<file path="config.mk">
export PLATFORM = sky130hd
export DESIGN_NAME = bitmap_id_allocator
export DESIGN_NICKNAME = d
export VERILOG_FILES = /design/src/sv/bia_pkg.sv /design/src/sv/bitmap_id_allocator.sv /design/src/sv/bia_ram.sv
export SDC_FILE = /design/constraint.sdc
export NUM_CORES = 1
export LEC_CHECK = 0
export BUFFER_PORTS_ARGS = -buffer_cell sky130_fd_sc_hd__buf_4
export CAP_MARGIN = 20
export CORE_ASPECT_RATIO = 1.2
export CORE_UTILIZATION = 40
export DETAILED_ROUTE_END_ITERATION = 7
export GPL_TIMING_DRIVEN = 0
export PLACE_DENSITY_LB_ADDON = 0.05
export SETUP_SLACK_MARGIN = 0.1
export SKIP_CTS_REPAIR_TIMING = 1
export SLEW_MARGIN = 10
export SYNTH_ARGS = -nofsm -noshare
export SYNTH_HDL_FRONTEND = slang
export SYNTH_SLANG_ARGS = --single-unit
</file>
<file path="constraint.sdc">
create_clock -name i_clk -period 11.5 [get_ports i_clk]
set_input_delay 1.15 -clock i_clk [delete_from_list [all_inputs] [get_ports i_clk]]
set_output_delay 1.15 -clock i_clk [all_outputs]
set_load 0.02 [all_outputs]
</file>
<file path="src/sv/bia_pkg.sv">
// ----------------------------------------------------------------------------
// bia_pkg
// Shared constants and codes for the bitmap ID allocator.
// ----------------------------------------------------------------------------
`default_nettype none

package bia_pkg;

    // Number of IDs the bitmap can track.
    localparam int POOL_SIZE = 256;

    localparam int ID_W     = 32;
    localparam int STATUS_W = 2;

    // Bitmap is stored as words in a RAM, one summary flop per word.
    localparam int WORD_W = (POOL_SIZE < 32) ? POOL_SIZE : 32;
    localparam int NWORDS = (POOL_SIZE + WORD_W - 1) / WORD_W;
    localparam int WIDX_W = (NWORDS > 1) ? $clog2(NWORDS) : 1;
    localparam int BIT_W  = $clog2(WORD_W);
    localparam int OFF_W  = WIDX_W + BIT_W;

    // Configuration port
    localparam int CFG_IDX_W = 2;
    localparam logic [CFG_IDX_W-1:0] CFG_ID_START = CFG_IDX_W'(0);
    localparam logic [CFG_IDX_W-1:0] CFG_ID_END   = CFG_IDX_W'(1);
    localparam logic [ID_W-1:0] ID_START_RST = ID_W'(0);
    localparam logic [ID_W-1:0] ID_END_RST   = ID_W'(255);

    // Request codes
    localparam logic ACT_ALLOC   = 1'b0;
    localparam logic ACT_RELEASE = 1'b1;

    // Result status codes
    localparam logic [STATUS_W-1:0] ST_OK     = 2'd0;
    localparam logic [STATUS_W-1:0] ST_FULL   = 2'd1;
    localparam logic [STATUS_W-1:0] ST_RANGE  = 2'd2;
    localparam logic [STATUS_W-1:0] ST_BADCFG = 2'd3;

    typedef logic [ID_W-1:0]     t_id;
    typedef logic [STATUS_W-1:0] t_status;
    typedef logic [WORD_W-1:0]   t_word;
    typedef logic [WIDX_W-1:0]   t_widx;
    typedef logic [BIT_W-1:0]    t_bidx;

endpackage

`default_nettype wire

</file>
<file path="src/sv/bitmap_id_allocator.sv">
// ----------------------------------------------------------------------------
// bitmap_id_allocator
// Lowest-free ID allocator over a configurable range, bitmap kept in RAM.
// ----------------------------------------------------------------------------
// Flow: a request transfers in while IDLE, which issues the bitmap word read;
//   MOD modifies and writes back the word and registers the result once the
//   output register is free. No new request is taken until back in IDLE.
// Reset: config returns to id_start 0 / id_end 255; per-word valid flops are
//   cleared so every bitmap word reads as all-free; no clearing pass is needed.
// ----------------------------------------------------------------------------
`default_nettype none

module bitmap_id_allocator (
    input  wire                          i_clk,
    input  wire                          i_rst_n,
    // config write port
    input  wire                          i_cfg_we,
    input  wire [bia_pkg::CFG_IDX_W-1:0] i_cfg_idx,
    input  wire [bia_pkg::ID_W-1:0]      i_cfg_wdata,
    // request channel
    input  wire                          i_in_valid,
    output logic                         o_in_ready,
    input  wire                          i_action,
    input  wire [bia_pkg::ID_W-1:0]      i_id_value,
    // result channel
    output logic                         o_out_valid,
    input  wire                          i_out_ready,
    output logic [bia_pkg::STATUS_W-1:0] o_status,
    output logic [bia_pkg::ID_W-1:0]     o_granted_id
);

    import bia_pkg::*;

    // Two-phase sequencer: IDLE issues the RAM read, MOD modifies/writes back.
    localparam logic S_IDLE = 1'b0;
    localparam logic S_MOD  = 1'b1;

    logic r_state, n_state;

    // Config registers
    t_id r_id_start, r_id_end;

    // Per-word summary: all bits used; per-word valid: written since reset
    logic [NWORDS-1:0] r_full, n_full;
    logic [NWORDS-1:0] r_row_vld, n_row_vld;

    // Request captured at transfer
    logic  r_act;
    t_id   r_idv;
    t_bidx r_rel_bit;
    t_widx r_word;       // word being read / written back
    logic  r_any_free;   // some word not full at request time
    logic  r_word_vld;   // row valid of r_word at read time

    // Output register
    logic    r_out_valid, n_out_valid;
    t_status r_status;
    t_id     r_granted;

    // ------------------------------------------------------------------
    // Accept side: pick the word to read
    // ------------------------------------------------------------------
    logic  in_xfer;
    t_widx free_word;
    logic  any_free;
    t_id   rel_off;
    t_widx rd_word;

    assign o_in_ready = (r_state == S_IDLE);
    assign in_xfer    = i_in_valid && o_in_ready;

    // lowest word with at least one free bit
    always_comb begin
        free_word = '0;
        any_free  = 1'b0;
        for (int w = NWORDS - 1; w >= 0; w--) begin
            if (!r_full[w]) begin
                free_word = WIDX_W'(w);
                any_free  = 1'b1;
            end
        end
    end

    assign rel_off = i_id_value - r_id_start;
    assign rd_word = (i_action == ACT_ALLOC) ? free_word : rel_off[BIT_W +: WIDX_W];

    // ------------------------------------------------------------------
    // Modify side
    // ------------------------------------------------------------------
    t_word ram_rdata, rd_word_data, wr_data;
    t_bidx zero_bit;
    logic [OFF_W-1:0] alloc_off;
    t_id   span_m1;
    logic  cfg_ok, alloc_ok, rel_in_range, can_load, ram_we;
    t_status res_status;
    t_id     res_granted;

    // unwritten words read as all free
    assign rd_word_data = r_word_vld ? ram_rdata : '0;

    // lowest zero bit of the word
    always_comb begin
        zero_bit = '0;
        for (int b = WORD_W - 1; b >= 0; b--) begin
            if (!rd_word_data[b]) begin
                zero_bit = BIT_W'(b);
            end
        end
    end

    assign alloc_off    = {r_word, zero_bit};
    assign span_m1      = r_id_end - r_id_start;
    assign cfg_ok       = (r_id_start <= r_id_end) && (span_m1 < ID_W'(POOL_SIZE));
    assign alloc_ok     = r_any_free && (ID_W'(alloc_off) <= span_m1);
    assign rel_in_range = (r_idv >= r_id_start) && (r_idv <= r_id_end);
    assign can_load     = !r_out_valid || i_out_ready;

    always_comb begin
        res_status  = ST_OK;
        res_granted = '0;
        ram_we      = 1'b0;
        wr_data     = rd_word_data;
        if (!cfg_ok) begin
            res_status = ST_BADCFG;
        end else if (r_act == ACT_ALLOC) begin
            if (alloc_ok) begin
                ram_we            = 1'b1;
                wr_data[zero_bit] = 1'b1;
                res_granted       = r_id_start + ID_W'(alloc_off);
            end else begin
                res_status = ST_FULL;
            end
        end else begin
            if (rel_in_range) begin
                ram_we             = 1'b1;
                wr_data[r_rel_bit] = 1'b0;
            end else begin
                res_status = ST_RANGE;
            end
        end
    end

    // ------------------------------------------------------------------
    // Next state
    // ------------------------------------------------------------------
    logic do_commit;
    assign do_commit = (r_state == S_MOD) && can_load;

    always_comb begin
        n_state     = r_state;
        n_full      = r_full;
        n_row_vld   = r_row_vld;
        n_out_valid = r_out_valid;
        if (r_out_valid && i_out_ready) begin
            n_out_valid = 1'b0;
        end
        case (r_state)
            S_IDLE: begin
                if (in_xfer) begin
                    n_state = S_MOD;
                end
            end
            S_MOD: begin
                // hold the read word until the output register frees up
                if (can_load) begin
                    n_state     = S_IDLE;
                    n_out_valid = 1'b1;
                    if (ram_we) begin
                        n_full[r_word]    = &wr_data;
                        n_row_vld[r_word] = 1'b1;
                    end
                end
            end
            default: n_state = S_IDLE;
        endcase
    end

    always_ff @(posedge i_clk) begin
        if (!i_rst_n) begin
            r_state     <= S_IDLE;
            r_full      <= '0;
            r_row_vld   <= '0;
            r_out_valid <= 1'b0;
            r_id_start  <= ID_START_RST;
            r_id_end    <= ID_END_RST;
        end else begin
            r_state     <= n_state;
            r_full      <= n_full;
            r_row_vld   <= n_row_vld;
            r_out_valid <= n_out_valid;
            if (i_cfg_we) begin
                case (i_cfg_idx)
                    CFG_ID_START: r_id_start <= i_cfg_wdata;
                    CFG_ID_END:   r_id_end   <= i_cfg_wdata;
                    default: ;
                endcase
            end
        end
    end

    // payload registers
    always_ff @(posedge i_clk) begin
        if (in_xfer) begin
            r_act      <= i_action;
            r_idv      <= i_id_value;
            r_rel_bit  <= rel_off[BIT_W-1:0];
            r_word     <= rd_word;
            r_any_free <= any_free;
            r_word_vld <= r_row_vld[rd_word];
        end
        if (do_commit) begin
            r_status  <= res_status;
            r_granted <= res_granted;
        end
    end

    // ------------------------------------------------------------------
    // Bitmap storage
    // ------------------------------------------------------------------
    bia_ram #(
        .WIDTH (WORD_W),
        .DEPTH (NWORDS)
    ) u_bitmap (
        .i_clk   (i_clk),
        .i_we    (do_commit && ram_we),
        .i_waddr (r_word),
        .i_wdata (wr_data),
        .i_re    (in_xfer),
        .i_raddr (rd_word),
        .o_rdata (ram_rdata)
    );

    assign o_out_valid  = r_out_valid;
    assign o_status     = r_status;
    assign o_granted_id = r_granted;

endmodule

`default_nettype wire

</file>
<file path="src/sv/bia_ram.sv">
// ----------------------------------------------------------------------------
// bia_ram
// Generic simple dual-port RAM, one write port, one registered read port.
// ----------------------------------------------------------------------------
`default_nettype none

module bia_ram #(
    parameter int WIDTH = 32,
    parameter int DEPTH = 8
) (
    input  wire                                         i_clk,
    input  wire                                         i_we,
    input  wire [((DEPTH > 1) ? $clog2(DEPTH) : 1)-1:0] i_waddr,
    input  wire [WIDTH-1:0]                             i_wdata,
    input  wire                                         i_re,
    input  wire [((DEPTH > 1) ? $clog2(DEPTH) : 1)-1:0] i_raddr,
    output logic [WIDTH-1:0]                            o_rdata
);

    logic [WIDTH-1:0] r_mem [DEPTH];

    always_ff @(posedge i_clk) begin
        if (i_we) begin
            r_mem[i_waddr] <= i_wdata;
        end
        if (i_re) begin
            o_rdata <= r_mem[i_raddr];
        end
    end

endmodule

`default_nettype wire

</file>
Word level (Yosys, flattened, before mapping)
Memories as Yosys holds them, arrays and structs flattened. A register that Yosys moved wholly into a read port is not among the register bits.
Index checks and enable logic that the tools add are counted.
{"block": "classes", "add_sub_neg": 3, "n_mul": 0, "div_mod_pow": 0, "magnitude_cmp": 12, "eq_ne": 1, "shifts": 0, "mux": 71, "bitwise_logic": 7, "n_reduce_logical": 19}
{"operator": "32-bit two-way mux", "count": 5}
{"operator": "5-bit two-way mux", "count": 32}
{"operator": "32-bit less-or-equal comparator", "count": 2}
{"operator": "32-bit by 8-bit adder with 32-bit output", "count": 1}
{"operator": "32-bit bitwise AND", "count": 1}
{"operator": "32-bit greater-or-equal comparator", "count": 1}
{"operator": "8-bit by 32-bit less-or-equal comparator with 1-bit output", "count": 1}
{"operator": "32-bit by 9-bit less-than comparator with 1-bit output, second input constant", "count": 1}
{"operator": "32-bit inverter", "count": 1}
{"operator": "32-bit bitwise OR", "count": 1}
{"operator": "32-bit AND reduction", "count": 1}
{"operator": "32-bit subtractor", "count": 1}
{"operator": "3-bit two-way mux", "count": 9}
{"operator": "1-bit two-way mux", "count": 17}
{"operator": "5-bit by 6-bit less-than comparator with 1-bit output, second input constant", "count": 2}
{"operator": "1-bit demux with 5-bit select", "count": 2}
{"operator": "5-bit by 1-bit greater-or-equal comparator with 1-bit output, second input constant", "count": 2}
{"operator": "1-bit logical AND", "count": 10}
{"operator": "8-bit bitwise mux", "count": 1}
{"operator": "3-bit by 4-bit less-than comparator with 1-bit output, second input constant", "count": 2}
{"operator": "8-bit bitwise OR", "count": 1}
{"operator": "8-bit subtractor", "count": 1}
{"operator": "7-bit AND reduction", "count": 1}
{"operator": "2-bit two-way mux", "count": 2}
{"operator": "12 further kinds", "count": 15}
{"block": "word_totals", "regBits": 159, "latch_bits": 0, "mem_bits_rw": 256, "mem_bits_ro": 0, "inputBits": 72, "out_inout_bits": 36, "elab_cells": 128, "mem_count": 1}
{"memory": "u_bitmap.r_mem", "depth": 8, "word_bits": 32, "read_ports": 1, "rd_clocked_by_memory_dff": 1, "wr": 1, "line_no": "bia_ram.sv:20", "source": "logic [WIDTH-1:0] r_mem [DEPTH];"}

Depth between registers and ports, before layout
{"block": "logic_depth", "word_depth": 43, "ltp_mapped": 24, "mapped_depth_nobuf": 24}

Modules after synthesis
A second synthesis with hierarchy kept.
{"block": "hier_totals", "hier_cells": 1938, "area_unflattened_um2": 23228.5}
{"mod": "bitmap_id_allocator", "n_inst": 1, "cells_per_inst": 1523, "area_per_inst_um2": 12441.9, "seq_area_each_um2": 3953.8}
{"mod": "bia_ram", "n_inst": 1, "cells_per_inst": 415, "area_per_inst_um2": 10786.6, "seq_area_each_um2": 8648.3}

Worst setup path before layout
OpenSTA, ideal clock, no wires.
{"block": "synth_path", "path_type": "register to register", "startpoint": "reg r_id_start[0]", "endpoint": "reg r_full[0]", "setup_ns": 0.121, "arrival_ns": 6.519, "t_required_ns": 11.379, "path_slack_ns": 4.860, "path_stages_with_launch": 17, "n_path_buf": 1, "synth_period_minus_slack_ns": 6.640, "cell_sequence": "dfxtp_1 ha_1 inv_1 fa_1 a211oi_1 o21ai_1 a31oi_2 o21bai_1 xor2_1 or4b_4 nor4_4 and3_1 buf_2 o21ai_1 or4_1 nor3_1 mux2_2"}
{"block": "synth_via", "elab_chain_cells": 8, "elab_cells_between_ends": 19, "classes_between": "1 x add/sub; 4 x order compare; 9 x mux; 5 x reduce/logical"}
{"item": "from (decl)", "line_no": "bitmap_id_allocator.sv:41", "source": "t_id r_id_start, r_id_end;"}
{"item": "from (signal assigned)", "line_no": "bitmap_id_allocator.sv:193", "source": "CFG_ID_START: r_id_start <= i_cfg_wdata;"}
{"item": "32-bit subtractor", "line_no": "bitmap_id_allocator.sv:112", "source": "assign span_m1 = r_id_end - r_id_start;"}
{"item": "8-bit by 32-bit less-or-equal comparator with 1-bit output", "line_no": "bitmap_id_allocator.sv:114", "source": "assign alloc_ok = r_any_free && (ID_W'(alloc_off) <= span_m1);"}
{"item": "1-bit logical AND", "line_no": "bitmap_id_allocator.sv:114"}
{"item": "32-bit two-way mux", "line_no": "bitmap_id_allocator.sv:126", "source": "if (alloc_ok) begin"}
{"item": "32-bit two-way mux", "line_no": "bitmap_id_allocator.sv:125", "source": "end else if (r_act == ACT_ALLOC) begin"}
{"item": "32-bit two-way mux", "line_no": "bitmap_id_allocator.sv:123", "source": "if (!cfg_ok) begin"}
{"item": "32-bit AND reduction", "line_no": "bitmap_id_allocator.sv:169", "source": "n_full[r_word] = &wr_data;"}
{"item": "8-bit bitwise mux", "line_no": "bitmap_id_allocator.sv:169"}
{"item": "to (signal assigned)", "line_no": "bitmap_id_allocator.sv:188", "source": "r_full <= n_full;"}
{"item": "to (decl)", "line_no": "bitmap_id_allocator.sv:44", "source": "logic [NWORDS-1:0] r_full, n_full;"}
Several ways; a longest one is shown, not always the timed one.
A chain may end at the register's enable or synchronous reset.

Worst setup path in the final report
{"block": "layout_path", "startpoint": "reg r_word_vld", "endpoint": "reg r_full[0]"}
{"block": "layout_via", "elab_chain_cells": 43, "elab_cells_between_ends": 52, "classes_between": "3 x order compare; 43 x mux; 2 x bitwise; 4 x reduce/logical"}
{"item": "from (decl)", "line_no": "bitmap_id_allocator.sv:53", "source": "logic r_word_vld;"}
{"item": "from (signal assigned)", "line_no": "bitmap_id_allocator.sv:209", "source": "r_word_vld <= r_row_vld[rd_word];"}
{"item": "32-bit two-way mux *", "line_no": "bitmap_id_allocator.sv:99", "source": "assign rd_word_data = r_word_vld ? ram_rdata : '0;"}
{"item": "5-bit two-way mux (32 in series)", "line_no": "bitmap_id_allocator.sv:105", "source": "if (!rd_word_data[b]) begin"}
{"item": "5-bit by 6-bit less-than comparator with 1-bit output (implied by the code) or 5-bit by 1-bit greater-or-equal comparator with 1-bit output (tied branches)", "line_no": "bitmap_id_allocator.sv:128", "source": "wr_data[zero_bit] = 1'b1;"}
{"item": "1-bit logical AND (implied by the code)", "line_no": "bitmap_id_allocator.sv:128"}
{"item": "1-bit two-way mux (implied by the code)", "line_no": "bitmap_id_allocator.sv:128"}
{"item": "1-bit demux with 5-bit select", "line_no": "bitmap_id_allocator.sv:128"}
{"item": "32-bit bitwise OR (no line)"}
{"item": "32-bit two-way mux", "line_no": "bitmap_id_allocator.sv:126"}
{"item": "32-bit two-way mux", "line_no": "bitmap_id_allocator.sv:125"}
{"item": "32-bit two-way mux *", "line_no": "bitmap_id_allocator.sv:123"}
{"item": "via u_bitmap.i_wdata[20]", "line_no": "bia_ram.sv:14", "source": "input wire [WIDTH-1:0] i_wdata,"}
{"item": "32-bit AND reduction *", "line_no": "bitmap_id_allocator.sv:169"}
{"item": "8-bit bitwise mux *", "line_no": "bitmap_id_allocator.sv:169"}
Mark *: on every way through the listed nets, which the timed path passes. The rest lies on a longest branch.

==> results by group <==
Run status
  • Status: finished with violations
  • Failing checks: DRC

Synthesis
  • Syn_area_per_cell: 11.9 µm²
  • Sequential share of the synthesized area: 0.554
  • Syn. warnings: 0
  • Async set or reset register ratio after synthesis: 0
  • Register bit total from synthesis: 447
  • Syn_nets: 2,108
  • Post-synth EDFFs: 365
  • Mapped cell area: 22,700 µm²
  • Top_reg_cell synth: edfxtp_1
  • Synthesized instance count: 1,914
  • Post-synth cell types: 88

Pwr
  • VDD IR-drop max: 112 µV
  • PwrDens: 149 nW/µm²
  • Total power: 3.95 mW
  • Lkg Pwr: 9.70 nW

Drt
  • Via density: 5.57
  • DRC errors left: 12
  • Drt total wl: 67,200 µm
  • Antenna-violating nets left: 0
  • Drt pass-1 iters: 7
  • Via count: 15,900
  • Drt wl/cell: 23.5 µm
  • 1st-iter DRT viols: 1,010

Clock network
  • CTS tree: yes
  • CTS H-tree lvls: 2
  • Root buffer cell: clkbuf_16
  • Num CTS Buffers: 48
  • Clock sink total: 447
  • CTS clock-pin slew for the worst setup and hold paths: 60 ps
  • Clk buf depth: 3
  • Clock Latency Late Sink: 600 ps

STA
  • RSZ-0062 raised after global routing: false
  • Final setup violation count: 0
  • Hold_ws: 464 ps
  • Max-slew violations: 0
  • Setup TNS: 0 ps
  • F_max: 150 MHz
  • Fin crit share: 0.580
  • Fin crit period: 6670 ps
  • Measured slew at the worst slew-check pin: 1190 ps
  • Hold Vio Cnt, Final: 0
  • Worst Clk Skew: 20.7 ps
  • Slew headroom: 0.199

Setup path
  • CP max-delay cell: nor4_1
  • Delay of the slowest critical-path stage: 1020 ps
  • Setup crit end kind: flip-flop
  • Maximum fanout along the worst path: 9
  • Cell Chain, Critical Path: nand2_1 > a311oi_1 > o2111ai_1 > a31oi_1 > o211ai_1 > a41oi_1 > o2111ai_1 > nand2_1 > inv_1 > ha_1 > nor2b_1 > o21a_1 > o21ai_0 > nand2b_1 > a21oi_1 > o21ai_0 > o311ai_0 > nor3_2 > nor4_1 > a21o_1 > and4_1 > nand4_1 > nor4b_4 > mux2_2
  • Arrival time of the worst setup path: 7200 ps
  • Crit path kind: reg -> reg
  • Register-to-Register Path Depth: 24
  • CP startpoint kind: flip-flop
  • CP required: 12,030 ps

Final layout
  • Share of cells above drive strength 1: 0.154
  • Final Cell Area: 26,500 µm²
  • Area Growth Syn to Fin: 16.5%
  • Fillcell total: 5,202
  • Nets: 2,293
  • Commonest non-fill, non-tap cell in the layout: edfxtp_1
  • N_diodes: 0
  • Commonest cells after routing, fill and taps aside: 365 x edfxtp_1, 317 x nand2_1, 119 x ha_1

Floorplanning
  • Core area: 56,100 µm²
  • Initial Utilization: 0.405
  • Die Y: 263 µm
  • Die Wd: 220 µm
  • I/O pins: 108
  • Die area: 57,800 µm²
  • Core Rows: 95

Placement
  • IO Port Bufs: 107
  • Final GP Congestion: 0.936
  • DP Area: 24,900 µm²
  • HPWL after DPL: 51,400 µm

Global route
  • First-pass GRT wire length: 102,000 µm
  • Largest net degree at the start of global routing: 35
  • Vias in the first global route: 16,700
  • GRT overflow: 0
  • Initial antenna violation count: 0
  • GRT Util Overall: 0.237

Min path
  • Hold Path Class: reg -> reg
  • Hold Path Stages: 2

Job
  • Max Cap Violations: 0
flip-flops by register name (all words and copies together) (netlist names):
signal / flops
o_granted_id: 32
o_status: 2
r_any_free: 1
r_row_vld: 8
u_bitmap.o_rdata: 32
o_out_valid: 1
u_bitmap.r_mem: 256
r_full: 8
r_state: 1
r_word_vld: 1
r_idv: 32
r_act: 1
r_word: 3
r_id_start: 32
r_rel_bit: 5
r_id_end: 32
logic make-up (layout without fill, tap and decap cells):
logic type | Yosys count | in the layout | share of synthesized area
flops | 447 | 447 | 0.554
simple gates | 633 | 633 | 0.134
buf+inv | 185 | 408 | 0.0314
mux | 78 | 78 | 0.0712
fa+ha+maj | 122 | 122 | 0.0681
xor+xnor | 45 | 45 | 0.0173
compound gates | 404 | 404 | 0.124
report_power, final:
group | leakage [nW] | internal [mW] | switching, mW
Combinational | 4.91 | 0.224 | 0.347
Sequential | 4.03 | 1.80 | 0.0374
Clock | 0.762 | 0.893 | 0.646
critical path, delay by kind of cell (launching register included):
kind / cells / cell delay [ps]
and+or+nand+nor: 9 / 2890
DFF: 1 / 550
muxes: 1 / 260
AOI/OAI and AO/OA: 12 / 2430
buffers and inverters: 1 / 150
adders and majority gates: 1 / 330
metal layers:
metal	vias to the layer above	routed length (µm)	part of all wire	track usage
met5	-	0	0	0
met4	0	2740	0.041	0.0938
li1	7548	-	-	-
met1	7921	25700	0.38	0.268
met2	354	36400	0.54	0.445
met3	122	2330	0.035	0.0276
worst paths after layout:
| kind | from | endpoint | slack (ps) |
|---|---|---|---|
| setup / recovery | r_word_vld | r_full[0] | 4830 |
| hold / removal | r_id_start[31] | r_id_start[31] | 460 |
| setup reg to reg | r_word_vld | r_full[0] | 4830 |
| hold reg to reg | r_id_start[31] | r_id_start[31] | 460 |
metrics by stage:
stage / setup slack (ps) / utilization / cells
after global routing: 4410 / 0.472 / 2864
final: 4830 / 0.472 / 2864
after global placement: 787 / 0.436 / 2748
after floorplan: 4860 / - / 1914
after CTS: 4930 / 0.472 / 2861
after detailed placement: 4980 / 0.444 / 2773
Yosys cell counts, types with 6 or more instances:
cell,number,area (µm²)
o211ai_1,25,188
or2_2,6,37.5
a21oi_1,89,445
a31oi_1,8,50.1
clkbuf_1,57,214
a2111o_1,6,67.6
a211oi_1,20,150
xnor2_1,37,324
buf_2,9,45.0
o21ai_0,46,230
nand2b_1,11,68.8
or3_1,15,93.8
xor2_1,8,70.1
a21o_1,41,308
o21a_1,19,143
nand2_1,317,1190
nand4_1,33,206
buf_1,8,30.0
inv_1,109,409
dfxtp_1,82,1640
a21boi_0,61,458
ha_1,119,1490
nor4_1,9,56.3
and4_1,7,61.3
and3_1,10,62.6
mux4_2,66,1490
nor2_1,94,353
edfxtp_1,365,11000
o21ai_1,8,40.0
nor2b_1,8,50.1
nand3_1,37,185
o21bai_1,19,143
and2_1,17,106
nor3_1,28,140
cell type report:
class | count | area, µm² | area share
plain buffers | 75 | 300 | 0.0113
clock buffers | 63 | 1310 | 0.0494
clock inverters | 25 | 245 | 0.00926
inverters | 110 | 413 | 0.0156
multi-input cells | 1282 | 9490 | 0.358
flip-flops and latches | 447 | 12600 | 0.476
well taps | 727 | 910 | 0.0343
repair buffers | 135 | 1220 | 0.0461
No activity file was read; power rests on OpenSTA's default activity.
